<file path="src/design/dnd_pkg.sv">
// dnd_pkg: shared types and constants for the dns name decompressor
// item, result, command and status structs used by the controller and datapath
// no dependencies
package dnd_pkg;

    localparam int POS_W    = 17;   // packet position, covers pointer targets and bounds
    localparam int LEN_W    = 9;    // decoded name length, 0..256
    localparam int NEED_W   = 10;   // length plus dot plus one label
    localparam int LABEL_W  = 6;    // label length field of a length byte
    localparam int OFFSET_W = 14;   // compression pointer offset

    localparam logic [7:0] PTR_MASK = 8'hc0;
    localparam logic [7:0] DOT_CHAR = 8'h2e;

    localparam logic KIND_LOAD   = 1'b0;
    localparam logic KIND_DECODE = 1'b1;

    localparam logic [1:0] ST_OK     = 2'd0;
    localparam logic [1:0] ST_BOUNDS = 2'd1;
    localparam logic [1:0] ST_LONG   = 2'd2;
    localparam logic [1:0] ST_HOPS   = 2'd3;

    typedef struct packed {
        logic       kind;
        logic [7:0] data_byte;
        logic       restart;
        logic [8:0] start_offset;
        logic [9:0] limit_offset;
    } t_item;

    typedef struct packed {
        logic [63:0] name_chars;
        logic [3:0]  char_count;
        logic        last;
        logic [1:0]  status;
    } t_result;

    // controller to datapath
    typedef struct packed {
        logic       load_we;
        logic       init;
        logic       head_rd;
        logic       ptr_take;
        logic       ptr_jump;
        logic       lab_take;
        logic       copy_step;
        logic       out_init;
        logic       out_step;
        logic       emit_single;
        logic [1:0] code;
    } t_cmd;

    // datapath to controller
    typedef struct packed {
        logic pos_oob;
        logic byte_zero;
        logic byte_ptr;
        logic ptr_oob;
        logic hops_max;
        logic lab_oob;
        logic too_long;
        logic len_zero;
        logic copy_done;
        logic out_done;
    } t_stat;

endpackage

</file>
<file path="src/design/dnd_ctrl.sv">
// dnd_ctrl: sequencer for the name walk and the result output
// depends on dnd_pkg (t_cmd, t_stat, status and kind codes)
module dnd_ctrl (
    input  logic          i_clk,
    input  logic          i_rst_n,
    input  logic          i_start,
    input  logic          i_kind,
    input  dnd_pkg::t_stat i_stat,
    output logic          o_busy,
    output dnd_pkg::t_cmd o_cmd
);

    localparam logic [2:0] S_IDLE = 3'd0;
    localparam logic [2:0] S_HEAD = 3'd1;
    localparam logic [2:0] S_HDAT = 3'd2;
    localparam logic [2:0] S_PTR  = 3'd3;
    localparam logic [2:0] S_COPY = 3'd4;
    localparam logic [2:0] S_OUT  = 3'd5;

    logic [2:0] r_state;
    logic [2:0] n_state;

    always_ff @(posedge i_clk) begin
        if (!i_rst_n) begin
            r_state <= S_IDLE;
        end else begin
            r_state <= n_state;
        end
    end

    always_comb begin
        n_state = r_state;
        o_cmd   = '0;
        unique case (r_state)
            S_IDLE: begin
                if (i_start) begin
                    if (i_kind == dnd_pkg::KIND_DECODE) begin
                        o_cmd.init = 1'b1;
                        n_state    = S_HEAD;
                    end else begin
                        o_cmd.load_we = 1'b1;
                    end
                end
            end
            S_HEAD: begin
                if (i_stat.pos_oob) begin
                    o_cmd.emit_single = 1'b1;
                    o_cmd.code        = dnd_pkg::ST_BOUNDS;
                    n_state           = S_IDLE;
                end else begin
                    o_cmd.head_rd = 1'b1;
                    n_state       = S_HDAT;
                end
            end
            S_HDAT: begin
                if (i_stat.byte_zero) begin
                    if (i_stat.len_zero) begin
                        // root name: one empty word
                        o_cmd.emit_single = 1'b1;
                        o_cmd.code        = dnd_pkg::ST_OK;
                        n_state           = S_IDLE;
                    end else begin
                        o_cmd.out_init = 1'b1;
                        n_state        = S_OUT;
                    end
                end else if (i_stat.byte_ptr) begin
                    if (i_stat.ptr_oob) begin
                        o_cmd.emit_single = 1'b1;
                        o_cmd.code        = dnd_pkg::ST_BOUNDS;
                        n_state           = S_IDLE;
                    end else if (i_stat.hops_max) begin
                        o_cmd.emit_single = 1'b1;
                        o_cmd.code        = dnd_pkg::ST_HOPS;
                        n_state           = S_IDLE;
                    end else begin
                        o_cmd.ptr_take = 1'b1;
                        n_state        = S_PTR;
                    end
                end else if (i_stat.lab_oob) begin
                    o_cmd.emit_single = 1'b1;
                    o_cmd.code        = dnd_pkg::ST_BOUNDS;
                    n_state           = S_IDLE;
                end else if (i_stat.too_long) begin
                    o_cmd.emit_single = 1'b1;
                    o_cmd.code        = dnd_pkg::ST_LONG;
                    n_state           = S_IDLE;
                end else begin
                    o_cmd.lab_take = 1'b1;
                    n_state        = S_COPY;
                end
            end
            S_PTR: begin
                o_cmd.ptr_jump = 1'b1;
                n_state        = S_HEAD;
            end
            S_COPY: begin
                if (i_stat.copy_done) begin
                    n_state = S_HEAD;
                end else begin
                    o_cmd.copy_step = 1'b1;
                end
            end
            S_OUT: begin
                o_cmd.out_step = 1'b1;
                if (i_stat.out_done) begin
                    n_state = S_IDLE;
                end
            end
            default: begin
                n_state = S_IDLE;
            end
        endcase
    end

    assign o_busy = (r_state != S_IDLE);

endmodule

</file>
<file path="config.mk">
export PLATFORM = sky130hd
export DESIGN_NAME = dnd_ctrl
export DESIGN_NICKNAME = d
export VERILOG_FILES = /design/src/design/dnd_pkg.sv /design/src/design/dnd_ctrl.sv
export SDC_FILE = /design/constraint.sdc
export NUM_CORES = 1
export LEC_CHECK = 0
export BUFFER_PORTS_ARGS = -buffer_cell sky130_fd_sc_hd__buf_4
export CAP_MARGIN = 10
export CORE_AREA = 2 2 39 41
export CTS_CLUSTER_SIZE = 16
export DETAILED_ROUTE_END_ITERATION = 16
export DIE_AREA = 0 0 41 43
export GPL_TIMING_DRIVEN = 0
export PLACE_DENSITY_LB_ADDON = 0.08
export SLEW_MARGIN = 20
export SYNTH_ARGS = -nofsm -noshare
export SYNTH_HDL_FRONTEND = slang
export SYNTH_SLANG_ARGS = --single-unit
</file>
<file path="constraint.sdc">
create_clock -name i_clk -period 2.83 [get_ports i_clk]
set_clock_uncertainty 0.2 [all_clocks]
set_input_delay 0.849 -clock i_clk [delete_from_list [all_inputs] [get_ports i_clk]]
set_output_delay 0.849 -clock i_clk [all_outputs]
set_load 0.05 [all_outputs]
</file>
Yosys cells after proc, flatten, opt, wreduce, memory -nomap -nowiden
Cells that the tools add are included.
{"block": "word_totals", "output_inout_bits": 13, "input_bits": 14, "regBits": 3, "word_cells": 58}
{"block": "op_classes", "n_reduce_logical": 3, "muxes": 45, "n_eq_ne": 9}
{"cell": "$mux 3", "count": 17}
{"cell": "$mux 1", "count": 21}
{"cell": "$pmux 3 s6", "count": 1}
{"cell": "$mux 2", "count": 5}
{"cell": "$ne 2x2->1 const B", "count": 4}
{"cell": "$eq 3x2->1 const B", "count": 2}
{"cell": "$eq 3x3->1 const B", "count": 2}
{"cell": "$pmux 3 s2", "count": 1}
{"cell": "$reduce_and 4->1", "count": 1}
{"cell": "$eq 3x1->1 const B", "count": 1}
{"cell": "$logic_not 3->1", "count": 1}
{"cell": "$reduce_bool 3->1", "count": 1}

Depth between registers and ports, before layout
{"block": "depth", "ltp_word": 5, "depth_mapped": 4}

Least setup slack after synthesis
No wires, ideal clock.
{"block": "synth_path", "kind": "input port to output port", "start": "input i_stat[1] in the netlist's numbering", "end": "output o_cmd[5] in the netlist's numbering", "t_arrival_ps": 2492, "required_time_ps": 1781, "slack_ps": -711, "path_buffers": 0, "stages": 1, "path_cell_list": "nor4b_1"}
{"block": "synth_between", "elab_chain_len": 2}
{"element": "start, declared", "line": "dnd_ctrl.sv:8", "rtl": "input dnd_pkg::t_stat i_stat,"}
{"element": "$mux 1", "line": "dnd_ctrl.sv:97", "rtl": "if (i_stat.copy_done) begin"}
{"element": "$mux 1", "line": "dnd_ctrl.sv:34", "rtl": "unique case (r_state)"}
{"element": "end, declared", "line": "dnd_ctrl.sv:10", "rtl": "output dnd_pkg::t_cmd o_cmd"}
No other way between the ends.

==> flow_summary_export.csv <==
group,metric,value,unit
finish,num-nets-final,93,
timing,max_freq,342,MHz
worst_setup_path,worstPathArrival,1870,ps
worst_setup_path,endpoint_kind,"output pin",
clock_network,cts.sinks,3,
synthesis,yosys_warnings,0,
finish,final_common_cell,"buf_4",
power_and_ir_drop,power.leakage,0.303,nW
clock_network,cts_tree,"built",
worst_setup_path,crit_type,"input pin to output pin",
timing,fin_ws,-90.6,ps
global_routing,grt_pass1_vias,377,
drt,drc,0,
flow_run,maxCapViolations,0,
finish,top_register,"r_state",
timing,worstMarginPinSlew,356,ps
worst_setup_path,worst_setup_path_start_kind,"input pin",
synthesis,yosys.area.top_type,"dfxtp_1",
floorplanning,dieArea,1760,µm²
worst_setup_path,path_max_fanout,4,
min_path,min_path_type,"flop to flop",
timing,setup_violations,4,
drt,drt-total-wl,1090,µm
timing,drv_slew,0,
place,globalplace.congestion,0.739,
finish,num_antenna_cells,0,
drt,drt_iter0_markers,5,
synthesis,ys_ff_latch,3,
run_status,violations,"negative setup slack",
finish,nFillCells,142,
synthesis,synth_edf_count,0,
finish,fin_util,0.507,
floorplanning,io_pins,27,
power_and_ir_drop,ir_drop,227,µV
place,post-place-ws,-185,ps
floorplanning,start_util,0.262,
finish,final_cell_mix,"21 x buf_4, 5 x buf_6, 4 x nand2b_1",
global_routing,grt_overflow_total,0,
run_status,status,"complete, but fails checks",
drt,wl_per_cell,11.6,µm
place,dp.final_hpwl,866,µm
clock_network,clock_insertion_delay_worst_skew,230,ps
clock_network,clk_pin_slew,30,ps
clock_network,htree_levels,1,
timing,setup-tns-final,-185,ps
global_routing,track_usage,0.133,
worst_setup_path,r2r_cells,4,
finish,drive_gt1_frac,0.590,
synthesis,netlist-cell-type-count,31,
global_routing,grt_max_degree,11,
synthesis,synthTopCellsByArea,"dfxtp_1 17%, nand2b_1 6.9%, nor3_4 4.5%",
drt,first_pass_iters,4,
clock_network,cts_root_buffer,"clkbuf_4",
power_and_ir_drop,power_density,353,nW/µm²
synthesis,postSynthCellCount,47,
timing,hold_viol_final,0,
timing,fin_crit,2920,ps
timing,holdWs,663,ps
synthesis,avgSynthCellArea,7.72,µm²
clock_network,ctsHoldBuffers,0,
clock_network,clock_path_buffers,2,
floorplanning,rows,14,
drt,ant_nets,0,
finish,largest_reg_flops,3,
synthesis,synth_area,363,µm²
global_routing,antenna_found_initial,0,
timing,period_share,1.03,
place,place.port_buffers,26,
drt,vias_per_cell,4.86,
finish,reg.largest.list,"r_state x3",
synthesis,synth_ff_type,"dfxtp_1",
min_path,worstHoldPathCells,4,
floorplanning,die_w,41,µm
clock_network,numCtsBuffers,3,
global_routing,grt_pass1_wl,1630,µm
floorplanning,core,1380,µm²
floorplanning,die_h,43,µm
synthesis,synth_top_area_frac,0.166,
synthesis,synth_fp_nets,61,
synthesis,async_flop_share,0,
timing,maxSlewHeadroom,0.760,
finish,areaGrowthSynthToFinish,93.4,%
drt,dr_total_vias,457,
worst_setup_path,cp.required,1780,ps
synthesis,synth_seq_area_share,0.166,
timing,rsz0062_at_grt,"yes",
-- worst max-delay path, cell delays in order --
cell,delay (ps)
buf_8,100
or4b_4,530
nor3_4,210
buf_6,180
-- logic make-up (layout without fill, tap and decap cells) --
| group | after synthesis | after routing | synth area share |
|---|---|---|---|
| flops | 3 | 3 | 0.166 |
| compound gates | 12 | 12 | 0.238 |
| simple gates | 27 | 27 | 0.535 |
| buf+inv | 5 | 36 | 0.0621 |
-- report_power, final --
part / switching (W) / internal, W / total, W
Clock: 0.0000199 / 0.0000527 / 0.0000725
Combinational: 0.0000752 / 0.0000511 / 0.000126
Sequential: 0.00000248 / 0.0000462 / 0.0000487
-- stage by stage --
| stage | instances | power [W] | cell area [µm²] |
|---|---|---|---|
| finish | 94 | 0.000248 | 702 |
| global route | 94 | 0.000266 | 702 |
| CTS | 94 | 0.000252 | 698 |
| detailed placement | 89 | 0.000173 | 638 |
| global placement | 89 | 0.000173 | 638 |
| floorplan | 47 | 0.000132 | 423 |
-- synth_stat cells, types with 2 or more instances --
master,n
nand2b_1,4
nor2_1,4
a21oi_1,3
buf_2,3
dfxtp_1,3
inv_1,2
nand2_1,2
nor2b_1,2
o21a_1,2
-- metal layers --
metal,share of wire,global-route usage,vias up
met5,0,0,-
met2,0.47,0.197,11
met1,0.48,0.183,202
met4,0,0.0200,0
met3,0.045,0.0471,0
li1,-,-,244
-- path summary, 6_finish.rpt --
kind                                  from  slack (ps)         end
worst max register to register  r_state[2]        1200  r_state[1]
worst min register to register  r_state[0]         660  r_state[1]
worst min-delay path            r_state[0]         660  r_state[1]
worst max-delay path             i_stat[8]         -90    o_cmd[8]
-- what timing repair did --
item	CTS	global route
pin swaps	1	2
buffers inserted	1	0
endpoints found under the setup margin	5	5
cloned	0	0
resized for setup	7	1
-- cell type report --
type	instances	area, µm²	share of cell area
clock buffer	4	26.3	0.0374
timing repair buffer	27	229	0.326
inverter	2	7.51	0.0107
sequential	3	60.1	0.0856
tap	16	20.0	0.0285
buffer	3	15.0	0.0214
multi-input combinational	39	344	0.490
(Power assumes the default switching activity.)
